--- src/rtl/acbc_pkg.sv ---
// Shared constants, types and register codes for the alpha composite autocrop block.
package acbc_pkg;

  localparam int unsigned PIX_W       = 8;
  localparam int unsigned CFG_IDX_W   = 3;
  localparam int unsigned CFG_DATA_W  = 13;
  localparam int unsigned CFG_SIZE_W  = 13;
  localparam int unsigned MAX_DIM_DEF = 4096;

  // Padding is max(PAD_MIN, size / 20); size / 20 = (size * PAD_RECIP) >> PAD_SHIFT,
  // exact for sizes below 43690.
  localparam int unsigned PAD_MIN   = 10;
  localparam int unsigned PAD_RECIP = 26215;
  localparam int unsigned PAD_SHIFT = 19;
  localparam int unsigned RECIP_W   = 15;

  localparam logic [PIX_W-1:0] ALPHA_MAX    = 8'hFF;
  localparam logic [PIX_W-1:0] THRESH_RESET = 8'd5;

  typedef enum logic [CFG_IDX_W-1:0] {
    REG_BG_RED    = 3'd0,
    REG_BG_GREEN  = 3'd1,
    REG_BG_BLUE   = 3'd2,
    REG_THRESHOLD = 3'd3,
    REG_WIDTH     = 3'd4,
    REG_HEIGHT    = 3'd5,
    REG_ALPHA_EN  = 3'd6
  } acbc_reg_e;

  typedef struct packed {
    logic [PIX_W-1:0] red;
    logic [PIX_W-1:0] green;
    logic [PIX_W-1:0] blue;
    logic [PIX_W-1:0] alpha;
  } acbc_pix_t;

  typedef struct packed {
    logic [PIX_W-1:0] red;
    logic [PIX_W-1:0] green;
    logic [PIX_W-1:0] blue;
  } acbc_rgb_t;

  typedef struct packed {
    acbc_rgb_t        bg;
    logic [PIX_W-1:0] threshold;
    logic             alpha_en;
  } acbc_colour_cfg_t;

  typedef struct packed {
    logic done;
    logic empty;
  } acbc_frame_t;

endpackage

--- src/rtl/acbc_if.sv ---
// Stream interfaces for the pixel input and the result output.
interface acbc_pix_if;
  logic                       valid;
  logic                       ready;
  logic [acbc_pkg::PIX_W-1:0] pix_red;
  logic [acbc_pkg::PIX_W-1:0] pix_green;
  logic [acbc_pkg::PIX_W-1:0] pix_blue;
  logic [acbc_pkg::PIX_W-1:0] pix_alpha;

  modport source (output valid, pix_red, pix_green, pix_blue, pix_alpha, input ready);
  modport sink   (input valid, pix_red, pix_green, pix_blue, pix_alpha, output ready);
endinterface

interface acbc_res_if #(
  parameter int unsigned COORD_W = $clog2(acbc_pkg::MAX_DIM_DEF),
  parameter int unsigned DIM_W   = $clog2(acbc_pkg::MAX_DIM_DEF + 1)
);
  logic                       valid;
  logic                       ready;
  logic [acbc_pkg::PIX_W-1:0] out_red;
  logic [acbc_pkg::PIX_W-1:0] out_green;
  logic [acbc_pkg::PIX_W-1:0] out_blue;
  logic                       frame_done;
  logic                       frame_empty;
  logic [COORD_W-1:0]         crop_left;
  logic [COORD_W-1:0]         crop_top;
  logic [DIM_W-1:0]           crop_width;
  logic [DIM_W-1:0]           crop_height;

  modport source (output valid, out_red, out_green, out_blue, frame_done, frame_empty,
                  crop_left, crop_top, crop_width, crop_height, input ready);
  modport sink   (input valid, out_red, out_green, out_blue, frame_done, frame_empty,
                  crop_left, crop_top, crop_width, crop_height, output ready);
endinterface

--- src/rtl/acbc_cfg_regs.sv ---
// Configuration registers with frame size clamping at write time.
module acbc_cfg_regs #(
  parameter int unsigned MAX_DIM = acbc_pkg::MAX_DIM_DEF,
  parameter int unsigned COORD_W = $clog2(MAX_DIM),
  parameter int unsigned DIM_W   = $clog2(MAX_DIM + 1)
) (
  input  logic                                clk_i,
  input  logic                                rst_ni,
  input  logic                                cfg_we_i,
  input  logic [acbc_pkg::CFG_IDX_W-1:0]      cfg_idx_i,
  input  logic [acbc_pkg::CFG_DATA_W-1:0]     cfg_wdata_i,
  output acbc_pkg::acbc_colour_cfg_t          colour_o,
  output logic [DIM_W-1:0]                    w_eff_o,
  output logic [DIM_W-1:0]                    h_eff_o,
  output logic [COORD_W-1:0]                  w_last_o,
  output logic [COORD_W-1:0]                  h_last_o
);
  import acbc_pkg::*;

  localparam int unsigned CMP_W = (CFG_SIZE_W > DIM_W) ? CFG_SIZE_W : DIM_W;

  acbc_colour_cfg_t   colour_q;
  logic [DIM_W-1:0]   w_eff_q, h_eff_q, size_eff;
  logic [COORD_W-1:0] w_last_q, h_last_q, size_last;
  logic [CMP_W-1:0]   size_raw;

  // Zero counts as one, anything above the maximum as the maximum.
  always_comb begin
    size_raw = CMP_W'(cfg_wdata_i[CFG_SIZE_W-1:0]);
    if (size_raw == '0) begin
      size_eff = DIM_W'(1);
    end else if (size_raw > CMP_W'(MAX_DIM)) begin
      size_eff = DIM_W'(MAX_DIM);
    end else begin
      size_eff = size_raw[DIM_W-1:0];
    end
    size_last = COORD_W'(size_eff - DIM_W'(1));
  end

  always_ff @(posedge clk_i or negedge rst_ni) begin
    if (!rst_ni) begin
      colour_q.bg.red    <= '0;
      colour_q.bg.green  <= '0;
      colour_q.bg.blue   <= '0;
      colour_q.threshold <= THRESH_RESET;
      colour_q.alpha_en  <= 1'b1;
      w_eff_q            <= DIM_W'(MAX_DIM);
      h_eff_q            <= DIM_W'(MAX_DIM);
      w_last_q           <= COORD_W'(MAX_DIM - 1);
      h_last_q           <= COORD_W'(MAX_DIM - 1);
    end else if (cfg_we_i) begin
      unique case (acbc_reg_e'(cfg_idx_i))
        REG_BG_RED:    colour_q.bg.red    <= cfg_wdata_i[PIX_W-1:0];
        REG_BG_GREEN:  colour_q.bg.green  <= cfg_wdata_i[PIX_W-1:0];
        REG_BG_BLUE:   colour_q.bg.blue   <= cfg_wdata_i[PIX_W-1:0];
        REG_THRESHOLD: colour_q.threshold <= cfg_wdata_i[PIX_W-1:0];
        REG_WIDTH: begin
          w_eff_q  <= size_eff;
          w_last_q <= size_last;
        end
        REG_HEIGHT: begin
          h_eff_q  <= size_eff;
          h_last_q <= size_last;
        end
        REG_ALPHA_EN:  colour_q.alpha_en  <= cfg_wdata_i[0];
        default: ;
      endcase
    end
  end

  assign colour_o = colour_q;
  assign w_eff_o  = w_eff_q;
  assign h_eff_o  = h_eff_q;
  assign w_last_o = w_last_q;
  assign h_last_o = h_last_q;

endmodule

--- src/rtl/acbc_blend.sv ---
// Alpha blend onto the background colour and content test of one pixel.
module acbc_blend (
  input  acbc_pkg::acbc_pix_t        pix_i,
  input  acbc_pkg::acbc_colour_cfg_t colour_i,
  output acbc_pkg::acbc_rgb_t        rgb_o,
  output logic                       content_o
);
  import acbc_pkg::*;

  // (c*a + bg*(255-a)) / 255, with the divide done as (n + (n >> 8) + 1) >> 8.
  function automatic logic [PIX_W-1:0] blend_ch(input logic [PIX_W-1:0] c,
                                                input logic [PIX_W-1:0] bg,
                                                input logic [PIX_W-1:0] a);
    logic [2*PIX_W-1:0] num;
    logic [2*PIX_W-1:0] acc;
    num = (2*PIX_W)'(c) * (2*PIX_W)'(a) + (2*PIX_W)'(bg) * (2*PIX_W)'(ALPHA_MAX - a);
    acc = num + (num >> PIX_W) + (2*PIX_W)'(1);
    return acc[2*PIX_W-1:PIX_W];
  endfunction

  function automatic logic differs(input logic [PIX_W-1:0] c,
                                   input logic [PIX_W-1:0] bg,
                                   input logic [PIX_W-1:0] thr);
    logic [PIX_W-1:0] d;
    d = (c > bg) ? c - bg : bg - c;
    return d > thr;
  endfunction

  always_comb begin
    if (colour_i.alpha_en) begin
      rgb_o.red   = blend_ch(pix_i.red,   colour_i.bg.red,   pix_i.alpha);
      rgb_o.green = blend_ch(pix_i.green, colour_i.bg.green, pix_i.alpha);
      rgb_o.blue  = blend_ch(pix_i.blue,  colour_i.bg.blue,  pix_i.alpha);
    end else begin
      rgb_o.red   = pix_i.red;
      rgb_o.green = pix_i.green;
      rgb_o.blue  = pix_i.blue;
    end
    content_o = differs(rgb_o.red,   colour_i.bg.red,   colour_i.threshold)
             || differs(rgb_o.green, colour_i.bg.green, colour_i.threshold)
             || differs(rgb_o.blue,  colour_i.bg.blue,  colour_i.threshold);
  end

endmodule

--- src/rtl/acbc_pad_axis.sv ---
// Pad one axis of the bounding box and clamp it to the image.
module acbc_pad_axis #(
  parameter int unsigned COORD_W = 12,
  parameter int unsigned DIM_W   = 13
) (
  input  logic [COORD_W-1:0] lo_i,
  input  logic [COORD_W-1:0] hi_i,
  input  logic [DIM_W-1:0]   dim_i,
  output logic [COORD_W-1:0] start_o,
  output logic [DIM_W-1:0]   len_o
);
  import acbc_pkg::*;

  localparam int unsigned PROD_W = DIM_W + RECIP_W;
  localparam int unsigned SPAN_W = DIM_W + 2;

  logic [DIM_W-1:0]  content, pad, quot, lo_ext, start_w;
  logic [PROD_W-1:0] prod;
  logic [SPAN_W-1:0] span;
  logic [DIM_W:0]    room;
  logic              clamp;

  always_comb begin
    lo_ext  = DIM_W'(lo_i);
    content = DIM_W'(hi_i) - lo_ext + DIM_W'(1);
    prod    = PROD_W'(content) * PROD_W'(PAD_RECIP);
    quot    = DIM_W'(prod >> PAD_SHIFT);
    pad     = (quot < DIM_W'(PAD_MIN)) ? DIM_W'(PAD_MIN) : quot;
    start_w = (lo_ext > pad) ? lo_ext - pad : '0;
    span    = SPAN_W'(content) + SPAN_W'({pad, 1'b0});
    // A start beyond the image leaves no room to clamp to: keep the span.
    room    = (DIM_W + 1)'(dim_i) - (DIM_W + 1)'(start_w);
    clamp   = !room[DIM_W] && (span > SPAN_W'(room[DIM_W-1:0]));
    start_o = COORD_W'(start_w);
    len_o   = clamp ? room[DIM_W-1:0] : DIM_W'(span);
  end

endmodule

--- src/rtl/acbc_bbox.sv ---
// Raster position, content bounding box and crop result at frame end.
module acbc_bbox #(
  parameter int unsigned COORD_W = 12,
  parameter int unsigned DIM_W   = 13
) (
  input  logic                  clk_i,
  input  logic                  rst_ni,
  input  logic                  step_i,
  input  logic                  content_i,
  input  logic [DIM_W-1:0]      w_eff_i,
  input  logic [DIM_W-1:0]      h_eff_i,
  input  logic [COORD_W-1:0]    w_last_i,
  input  logic [COORD_W-1:0]    h_last_i,
  output acbc_pkg::acbc_frame_t frame_o,
  output logic [COORD_W-1:0]    crop_left_o,
  output logic [COORD_W-1:0]    crop_top_o,
  output logic [DIM_W-1:0]      crop_width_o,
  output logic [DIM_W-1:0]      crop_height_o
);
  import acbc_pkg::*;

  logic [COORD_W-1:0] col_q, col_d, row_q, row_d;
  logic               seen_q, seen_d;
  logic [COORD_W-1:0] min_x_q, min_x_d, max_x_q, max_x_d;
  logic [COORD_W-1:0] min_y_q, min_y_d, max_y_q, max_y_d;
  logic [COORD_W-1:0] c_min_x, c_max_x, c_min_y, c_max_y;
  logic [COORD_W-1:0] nx_start, ox_start, ny_start, oy_start;
  logic [DIM_W-1:0]   nx_len, ox_len, ny_len, oy_len;
  logic               row_end, last;

  // Box with the current pixel merged in; its reset value never survives.
  always_comb begin
    if (seen_q) begin
      c_min_x = (col_q < min_x_q) ? col_q : min_x_q;
      c_max_x = (col_q > max_x_q) ? col_q : max_x_q;
      c_min_y = (row_q < min_y_q) ? row_q : min_y_q;
      c_max_y = (row_q > max_y_q) ? row_q : max_y_q;
    end else begin
      c_min_x = col_q;
      c_max_x = col_q;
      c_min_y = row_q;
      c_max_y = row_q;
    end
  end

  // Pad both candidate boxes in parallel, pick by content afterwards.
  acbc_pad_axis #(.COORD_W(COORD_W), .DIM_W(DIM_W)) u_pad_x_new (
    .lo_i(c_min_x), .hi_i(c_max_x), .dim_i(w_eff_i), .start_o(nx_start), .len_o(nx_len)
  );
  acbc_pad_axis #(.COORD_W(COORD_W), .DIM_W(DIM_W)) u_pad_x_old (
    .lo_i(min_x_q), .hi_i(max_x_q), .dim_i(w_eff_i), .start_o(ox_start), .len_o(ox_len)
  );
  acbc_pad_axis #(.COORD_W(COORD_W), .DIM_W(DIM_W)) u_pad_y_new (
    .lo_i(c_min_y), .hi_i(c_max_y), .dim_i(h_eff_i), .start_o(ny_start), .len_o(ny_len)
  );
  acbc_pad_axis #(.COORD_W(COORD_W), .DIM_W(DIM_W)) u_pad_y_old (
    .lo_i(min_y_q), .hi_i(max_y_q), .dim_i(h_eff_i), .start_o(oy_start), .len_o(oy_len)
  );

  always_comb begin
    row_end = (col_q >= w_last_i);
    last    = row_end && (row_q >= h_last_i);

    frame_o.done  = last;
    frame_o.empty = last && !(seen_q || content_i);
    crop_left_o   = '0;
    crop_top_o    = '0;
    crop_width_o  = '0;
    crop_height_o = '0;
    if (frame_o.empty) begin
      crop_width_o  = w_eff_i;
      crop_height_o = h_eff_i;
    end else if (last) begin
      crop_left_o   = content_i ? nx_start : ox_start;
      crop_width_o  = content_i ? nx_len   : ox_len;
      crop_top_o    = content_i ? ny_start : oy_start;
      crop_height_o = content_i ? ny_len   : oy_len;
    end

    col_d   = col_q;
    row_d   = row_q;
    seen_d  = seen_q;
    min_x_d = min_x_q;
    max_x_d = max_x_q;
    min_y_d = min_y_q;
    max_y_d = max_y_q;
    if (step_i) begin
      if (last) begin
        col_d   = '0;
        row_d   = '0;
        seen_d  = 1'b0;
        min_x_d = '1;
        max_x_d = '0;
        min_y_d = '1;
        max_y_d = '0;
      end else begin
        if (content_i) begin
          seen_d  = 1'b1;
          min_x_d = c_min_x;
          max_x_d = c_max_x;
          min_y_d = c_min_y;
          max_y_d = c_max_y;
        end
        if (row_end) begin
          col_d = '0;
          row_d = row_q + COORD_W'(1);
        end else begin
          col_d = col_q + COORD_W'(1);
        end
      end
    end
  end

  always_ff @(posedge clk_i or negedge rst_ni) begin
    if (!rst_ni) begin
      col_q   <= '0;
      row_q   <= '0;
      seen_q  <= 1'b0;
      min_x_q <= '1;
      max_x_q <= '0;
      min_y_q <= '1;
      max_y_q <= '0;
    end else begin
      col_q   <= col_d;
      row_q   <= row_d;
      seen_q  <= seen_d;
      min_x_q <= min_x_d;
      max_x_q <= max_x_d;
      min_y_q <= min_y_d;
      max_y_q <= max_y_d;
    end
  end

endmodule

--- src/rtl/alpha_composite_content_bbox_crop_top.sv ---
// Alpha composite pixel stream with content bounding box autocrop, top level.
// Path: a pixel taken into the input register moves on into the result register on
//   res_out when that is free or emptied, through blend, content test and crop logic.
// Throughput: one pixel per cycle unless res_out stalls, set by the single pass.
// Reset: clears both valid flags, the raster position and the box, and loads the
//   configuration defaults; no clearing pass, items are accepted right after reset.
module alpha_composite_content_bbox_crop_top #(
  parameter int unsigned MAX_DIM = acbc_pkg::MAX_DIM_DEF
) (
  input  logic                            clk_i,
  input  logic                            rst_ni,
  input  logic                            cfg_we_i,
  input  logic [acbc_pkg::CFG_IDX_W-1:0]  cfg_idx_i,
  input  logic [acbc_pkg::CFG_DATA_W-1:0] cfg_wdata_i,
  acbc_pix_if.sink                        pix_in,
  acbc_res_if.source                      res_out
);
  import acbc_pkg::*;

  localparam int unsigned COORD_W = $clog2(MAX_DIM);
  localparam int unsigned DIM_W   = $clog2(MAX_DIM + 1);

  acbc_colour_cfg_t   colour;
  logic [DIM_W-1:0]   w_eff, h_eff;
  logic [COORD_W-1:0] w_last, h_last;

  acbc_pix_t          pix_q;
  logic               in_vld_q, in_vld_d;
  logic               advance;

  acbc_rgb_t          rgb;
  logic               content;
  acbc_frame_t        frame;
  logic [COORD_W-1:0] crop_left, crop_top;
  logic [DIM_W-1:0]   crop_width, crop_height;

  acbc_rgb_t          rgb_q;
  acbc_frame_t        frame_q;
  logic [COORD_W-1:0] crop_left_q, crop_top_q;
  logic [DIM_W-1:0]   crop_width_q, crop_height_q;
  logic               out_vld_q, out_vld_d;

  acbc_cfg_regs #(.MAX_DIM(MAX_DIM), .COORD_W(COORD_W), .DIM_W(DIM_W)) u_cfg (
    .clk_i      (clk_i),
    .rst_ni     (rst_ni),
    .cfg_we_i   (cfg_we_i),
    .cfg_idx_i  (cfg_idx_i),
    .cfg_wdata_i(cfg_wdata_i),
    .colour_o   (colour),
    .w_eff_o    (w_eff),
    .h_eff_o    (h_eff),
    .w_last_o   (w_last),
    .h_last_o   (h_last)
  );

  // Move the held pixel on whenever the result register is free or being emptied;
  // take a new pixel whenever the input register is free or moving on.
  assign advance      = in_vld_q && (!out_vld_q || res_out.ready);
  assign pix_in.ready = !in_vld_q || advance;

  always_comb begin
    in_vld_d = in_vld_q;
    if (pix_in.valid && pix_in.ready) begin
      in_vld_d = 1'b1;
    end else if (advance) begin
      in_vld_d = 1'b0;
    end
    out_vld_d = out_vld_q;
    if (advance) begin
      out_vld_d = 1'b1;
    end else if (res_out.ready) begin
      out_vld_d = 1'b0;
    end
  end

  always_ff @(posedge clk_i or negedge rst_ni) begin
    if (!rst_ni) begin
      in_vld_q  <= 1'b0;
      out_vld_q <= 1'b0;
    end else begin
      in_vld_q  <= in_vld_d;
      out_vld_q <= out_vld_d;
    end
  end

  // Hold the pixel payload; no reset needed.
  always_ff @(posedge clk_i) begin
    if (pix_in.valid && pix_in.ready) begin
      pix_q.red   <= pix_in.pix_red;
      pix_q.green <= pix_in.pix_green;
      pix_q.blue  <= pix_in.pix_blue;
      pix_q.alpha <= pix_in.pix_alpha;
    end
  end

  acbc_blend u_blend (
    .pix_i    (pix_q),
    .colour_i (colour),
    .rgb_o    (rgb),
    .content_o(content)
  );

  // Position and box step only when the pixel moves into the result register.
  acbc_bbox #(.COORD_W(COORD_W), .DIM_W(DIM_W)) u_bbox (
    .clk_i        (clk_i),
    .rst_ni       (rst_ni),
    .step_i       (advance),
    .content_i    (content),
    .w_eff_i      (w_eff),
    .h_eff_i      (h_eff),
    .w_last_i     (w_last),
    .h_last_i     (h_last),
    .frame_o      (frame),
    .crop_left_o  (crop_left),
    .crop_top_o   (crop_top),
    .crop_width_o (crop_width),
    .crop_height_o(crop_height)
  );

  always_ff @(posedge clk_i) begin
    if (advance) begin
      rgb_q         <= rgb;
      frame_q       <= frame;
      crop_left_q   <= crop_left;
      crop_top_q    <= crop_top;
      crop_width_q  <= crop_width;
      crop_height_q <= crop_height;
    end
  end

  assign res_out.valid       = out_vld_q;
  assign res_out.out_red     = rgb_q.red;
  assign res_out.out_green   = rgb_q.green;
  assign res_out.out_blue    = rgb_q.blue;
  assign res_out.frame_done  = frame_q.done;
  assign res_out.frame_empty = frame_q.empty;
  assign res_out.crop_left   = crop_left_q;
  assign res_out.crop_top    = crop_top_q;
  assign res_out.crop_width  = crop_width_q;
  assign res_out.crop_height = crop_height_q;

endmodule

--- src/flat_wrapper.sv ---
// flat-port wrapper written by rule: the top's interface ports become plain ports
module alpha_composite_content_bbox_crop_top_flat import acbc_pkg::*;
#(
  parameter int unsigned MAX_DIM = acbc_pkg::MAX_DIM_DEF
)
  (clk_i, rst_ni, cfg_we_i, cfg_idx_i, cfg_wdata_i, pix_in_valid, pix_in_pix_red, pix_in_pix_green, pix_in_pix_blue, pix_in_pix_alpha, pix_in_ready, res_out_valid, res_out_out_red, res_out_out_green, res_out_out_blue, res_out_frame_done, res_out_frame_empty, res_out_crop_left, res_out_crop_top, res_out_crop_width, res_out_crop_height, res_out_ready);
  acbc_pix_if pix_in_i ();
  acbc_res_if res_out_i ();
  input  logic clk_i;
  input  logic rst_ni;
  input  logic cfg_we_i;
  input  logic [acbc_pkg::CFG_IDX_W-1:0] cfg_idx_i;
  input  logic [acbc_pkg::CFG_DATA_W-1:0] cfg_wdata_i;
  input wire logic [$bits(pix_in_i.valid)-1:0] pix_in_valid;
  input wire logic [$bits(pix_in_i.pix_red)-1:0] pix_in_pix_red;
  input wire logic [$bits(pix_in_i.pix_green)-1:0] pix_in_pix_green;
  input wire logic [$bits(pix_in_i.pix_blue)-1:0] pix_in_pix_blue;
  input wire logic [$bits(pix_in_i.pix_alpha)-1:0] pix_in_pix_alpha;
  output wire logic [$bits(pix_in_i.ready)-1:0] pix_in_ready;
  output wire logic [$bits(res_out_i.valid)-1:0] res_out_valid;
  output wire logic [$bits(res_out_i.out_red)-1:0] res_out_out_red;
  output wire logic [$bits(res_out_i.out_green)-1:0] res_out_out_green;
  output wire logic [$bits(res_out_i.out_blue)-1:0] res_out_out_blue;
  output wire logic [$bits(res_out_i.frame_done)-1:0] res_out_frame_done;
  output wire logic [$bits(res_out_i.frame_empty)-1:0] res_out_frame_empty;
  output wire logic [$bits(res_out_i.crop_left)-1:0] res_out_crop_left;
  output wire logic [$bits(res_out_i.crop_top)-1:0] res_out_crop_top;
  output wire logic [$bits(res_out_i.crop_width)-1:0] res_out_crop_width;
  output wire logic [$bits(res_out_i.crop_height)-1:0] res_out_crop_height;
  input wire logic [$bits(res_out_i.ready)-1:0] res_out_ready;
  assign pix_in_i.valid = pix_in_valid;
  assign pix_in_i.pix_red = pix_in_pix_red;
  assign pix_in_i.pix_green = pix_in_pix_green;
  assign pix_in_i.pix_blue = pix_in_pix_blue;
  assign pix_in_i.pix_alpha = pix_in_pix_alpha;
  assign pix_in_ready = pix_in_i.ready;
  assign res_out_valid = res_out_i.valid;
  assign res_out_out_red = res_out_i.out_red;
  assign res_out_out_green = res_out_i.out_green;
  assign res_out_out_blue = res_out_i.out_blue;
  assign res_out_frame_done = res_out_i.frame_done;
  assign res_out_frame_empty = res_out_i.frame_empty;
  assign res_out_crop_left = res_out_i.crop_left;
  assign res_out_crop_top = res_out_i.crop_top;
  assign res_out_crop_width = res_out_i.crop_width;
  assign res_out_crop_height = res_out_i.crop_height;
  assign res_out_i.ready = res_out_ready;
  alpha_composite_content_bbox_crop_top #(.MAX_DIM(MAX_DIM)) u_core (.clk_i(clk_i), .rst_ni(rst_ni), .cfg_we_i(cfg_we_i), .cfg_idx_i(cfg_idx_i), .cfg_wdata_i(cfg_wdata_i), .pix_in(pix_in_i), .res_out(res_out_i));
endmodule
--- config.mk ---
export PLATFORM = sky130hd
export DESIGN_NAME = alpha_composite_content_bbox_crop_top_flat
export DESIGN_NICKNAME = d
export VERILOG_FILES = /design/src/rtl/acbc_pkg.sv /design/src/rtl/acbc_if.sv /design/src/rtl/acbc_cfg_regs.sv /design/src/rtl/acbc_blend.sv /design/src/rtl/acbc_pad_axis.sv /design/src/rtl/acbc_bbox.sv /design/src/rtl/alpha_composite_content_bbox_crop_top.sv /design/src/flat_wrapper.sv
export SDC_FILE = /design/constraint.sdc
export NUM_CORES = 2
export LEC_CHECK = 0
export ABC_AREA = 1
export BUFFER_PORTS_ARGS = -buffer_cell sky130_fd_sc_hd__clkbuf_2
export CORE_MARGIN = 1
export CORE_UTILIZATION = 60
export DETAILED_ROUTE_END_ITERATION = 7
export PLACE_DENSITY = 0.77
export SLEW_MARGIN = 20
export SYNTH_ARGS = -nofsm -noshare
export SYNTH_HDL_FRONTEND = slang
export SYNTH_HIERARCHICAL = 1
export SYNTH_SLANG_ARGS = --single-unit
--- constraint.sdc ---
create_clock -name clk_i -period 30.4 [get_ports clk_i]
set_clock_uncertainty 0.2 [all_clocks]
set_input_delay 6.08 -clock clk_i [delete_from_list [all_inputs] [get_ports clk_i]]
set_output_delay 6.08 -clock clk_i [all_outputs]
set_load 0.02 [all_outputs]
==> results.md <==
* HP Class: flop to flop
* Setup Fix Bufs, Post-CTS at 0
* Outcome: finished, final reports clean
* Die H at between 300 and 400 um
* FF-to-FF setup slack at approximately 16 ns
* Tot GR Track Use at 33.9%
* Clock latency on the worst-skew pair at roughly 0.61 ns
* Yosys Warn Count at 6
* FF+latch count, synth at 266
* GRT overflow at 0
* Row count at 113
* Routability congestion estimate at ~1.0
* # port buffers at 130
* F_max at approximately 0.07 GHz
* Fin Setup TNS at 0 ns
* # diodes at 0
* Max Root-Sink Buffers at 3
* DRT Pass-1 Iters at 7
* Cts hold-fix bufs at 0
* Routed via count at 52000
* Resize count post-CTS at 0
* Hpwl dp at about 140000 um
* Fin crit period at between 10 and 15 ns
* DRT iter0 DRCs at about 5200
* Clock-pin slew on the worst setup and hold paths at about 0.06 ns
* Setup violators final at 0
* Vias in the first global route at 51100
* First-pass GRT wire length at approximately 270000 um
* Final ANT Viol Nets at 0
* Hold depth at 2
* Ys flop type: edfxtp_1
* EDFF count, synth at roughly 110
* Worst-margin pin slew at between 1 and 1.5 ns
* Max-cap viol count at 0
* Routed wire length per instance at about 18 um
* Starting Density at between 60% and 70%
* Die X at around 310 um
* Mapped Area at just under 60000 um2
* Final Slew Violations at 0
* Slew HR at a little under 30%
* Filler instances at ~8700
* CTS tree: done
* CP Launch Type: flop
* Vias per cell at between 5 and 6
* Max H-tree Level at 2
* CTS Buf Count at 35
* Area growth syn-to-layout at 4.90%
* Arr. time, crit path at about 14 ns
* Avg Cell Area, Syn at between 7 and 8 um2
* Synth top area share at 20.3%
* DRC at 0
* Initial antenna violation count at 1
* Worst path required time at approximately 31 ns
* Setup crit end kind: flop
* Clk root buf: clkbuf_16
* Pin count of the biggest net entering global routing at 90
* Crit Path Max Fanout at 14
* Layout cells sized above 1 at 5.84%
* Core Area at about 96000 um2
* Hold Startpoint: u_core/u_cfg/w_last_o[7]$_DFFE_PN1P_
* Critical Path Max Stage Delay at 0.63 ns
* Cell taking the most area after synthesis: ha_1
* CTS sink cnt at ~270
* Die footprint at approximately 100000 um2
* RR Startpoint: u_core/u_bbox/col_q[11]$_DFFE_PN0P_
* Sequential share of the synthesized area at between 10 and 15%
* Final Hold Viols at 0
* Share of synthesized flip-flops with an asynchronous set or reset at 59.4%
* Final layout net count at around 9700
* Slowest CP cell: o21ai_1
* Crit-path most repeated cell: nand2_1
* Reg2Reg Depth at 75
* Final period util at between 40% and 50%
* Ports at about 130
* Crit path kind: flop to flop
* Synth Instances at ~8000
* Capturing point of the worst reg2reg path: u_core/res_out.crop_width[8]$_DFFE_PP_
* Synth area leaders: ha_1, fa_1, nand2_1
* Netlist cell types at a little over 70
* RSZ-0062 raised after global routing: no
* Post-Route Utilization at 64.0%
* WHS at about 0.27 ns
* WHS Endpoint: u_core/u_cfg/w_last_o[7]$_DFFE_PN1P_
* DRT Wirelength at between 150000 and 200000 um
==> registers in the layout, summed over array words and instances (netlist names), 13 cells and up <==
name                        flops
u_core/pix_q                   32
u_core/res_out.crop_height     13
u_core/res_out.crop_width      13
u_core/u_cfg/colour_o          33
u_core/u_cfg/h_eff_o           13
u_core/u_cfg/w_eff_o           13
==> critical path, delay by kind of cell, from the launching register on <==
| family | cells | cell delay, ns |
|---|---|---|
| AO/OA/AOI/OAI | 8 | 2.20 |
| XOR/XNOR | 2 | 0.42 |
| adder cells (fa/ha/maj) | 13 | 4.77 |
| buffers and inverters | 10 | 0.74 |
| flip-flops | 1 | 0.49 |
| multiplexers | 1 | 0.19 |
| AND/OR/NAND/NOR | 41 | 4.87 |
==> synth_stat cells (22+ instances only) <==
| cell | instances |
|---|---|
| a21o_1 | 27 |
| nand3_1 | 420 |
| fa_1 | 529 |
| xnor2_1 | 88 |
| clkbuf_1 | 84 |
| a31oi_1 | 27 |
| and2_1 | 41 |
| inv_1 | 1860 |
| nand2_2 | 59 |
| nand4_1 | 88 |
| nand3b_1 | 23 |
| a21oi_1 | 318 |
| edfxtp_1 | 108 |
| o21ai_0 | 176 |
| nand2_1 | 2011 |
| dfrtp_1 | 105 |
| mux2i_1 | 35 |
| nor2_1 | 594 |
| buf_2 | 28 |
| ha_1 | 946 |
| o21ai_1 | 31 |
| dfstp_2 | 53 |
| xor2_1 | 121 |
| nor2_2 | 22 |
| nor3_1 | 43 |
| inv_2 | 27 |
| o21bai_1 | 36 |
==> per-stage QoR <==
stage / instance area (um2) / setup WS (ns) / std cells
after global placement: 60000 / 16.89 / 9386
after floorplan: 58300 / 17.86 / 8120
final: 61100 / 16.15 / 9450
after detailed placement: 60000 / 16.48 / 9386
after global routing: 61100 / 14.89 / 9450
after CTS: 61100 / 16.38 / 9450
==> metal layers <==
metal	share of wire, %	vias to the layer above	track usage (%)
met5	0.0079	-	0
met4	3.5	2	11.3
met3	9.2	365	6.43
met2	44	2122	53.5
met1	43	24400	46.6
li1	-	25100	-
==> worst max-delay path by stage <==
stage	startpoint	end	slack, ns	depth (start not counted)
CTS	u_core/u_bbox/min_x_q[11]$_DFFE_PN1P_	u_core/res_out.crop_width[8]$_DFFE_PP_	16.38	76
global placement	u_core/u_bbox/min_x_q[11]$_DFFE_PN1P_	u_core/res_out.crop_width[8]$_DFFE_PP_	16.89	75
global route	u_core/u_bbox/min_x_q[9]$_DFFE_PN1P_	u_core/res_out.crop_width[8]$_DFFE_PP_	14.89	79
detailed placement	u_core/u_bbox/min_x_q[9]$_DFFE_PN1P_	u_core/res_out.crop_width[3]$_DFFE_PP_	16.48	76
floorplan	res_out_ready	pix_in_ready	17.86	2
finish	u_core/u_bbox/col_q[11]$_DFFE_PN0P_	u_core/res_out.crop_width[8]$_DFFE_PP_	16.15	75
==> cell type report <==
class                   instances  area (um2)  area share (%)
flip-flops and latches        266        7260            11.9
clock inverters                15         171           0.280
clock buffers                  49         990            1.62
inverters                    1894        7110            11.6
well taps                    1265        1580            2.59
repair buffers                151         815            1.33
multi-input cells            5810       43200            70.7
==> cell families (layout without fill, tap and decap cells) <==
logic type | count (synthesis) | after routing | share of synthesized area, %
and+or+nand+nor | 3369 | 3369 | 24.4
DFF | 266 | 266 | 12.5
AOI/OAI and AO/OA | 702 | 702 | 6.99
xor gates and xnor gates | 221 | 221 | 3.51
adders and majority gates | 1475 | 1475 | 38.5
muxes | 38 | 38 | 0.659
buffers and inverters | 2044 | 2109 | 13.5
other | 1 | 5 | 0.00643
==> layout by cell type, fill, tap and decap left out, drive strengths merged, types with 5 or more instances in the layout <==
| cell type | instances |
|---|---|
| o21ai | 225 |
| a211oi | 9 |
| buf | 22 |
| clkinv | 13 |
| inv | 1891 |
| xnor2 | 88 |
| nand2 | 2079 |
| mux2i | 35 |
| o211ai | 12 |
| a21oi | 324 |
| or2 | 9 |
| o221ai | 5 |
| nand3 | 438 |
| and3 | 9 |
| xor2 | 133 |
| nor2 | 619 |
| and2 | 41 |
| nand4 | 88 |
| a31oi | 27 |
| o21bai | 36 |
| o31ai | 11 |
| nor3 | 60 |
| edfxtp | 108 |
| o21a | 10 |
| clkbuf | 178 |
| nand3b | 23 |
| dfstp | 53 |
| a21o | 27 |
| fa | 529 |
| ha | 946 |
| conb | 5 |
| dfrtp | 105 |
Power is left out: the tool's default activity adds up to more than one toggle a clock period on the data nets, which glitch-free logic cannot reach.
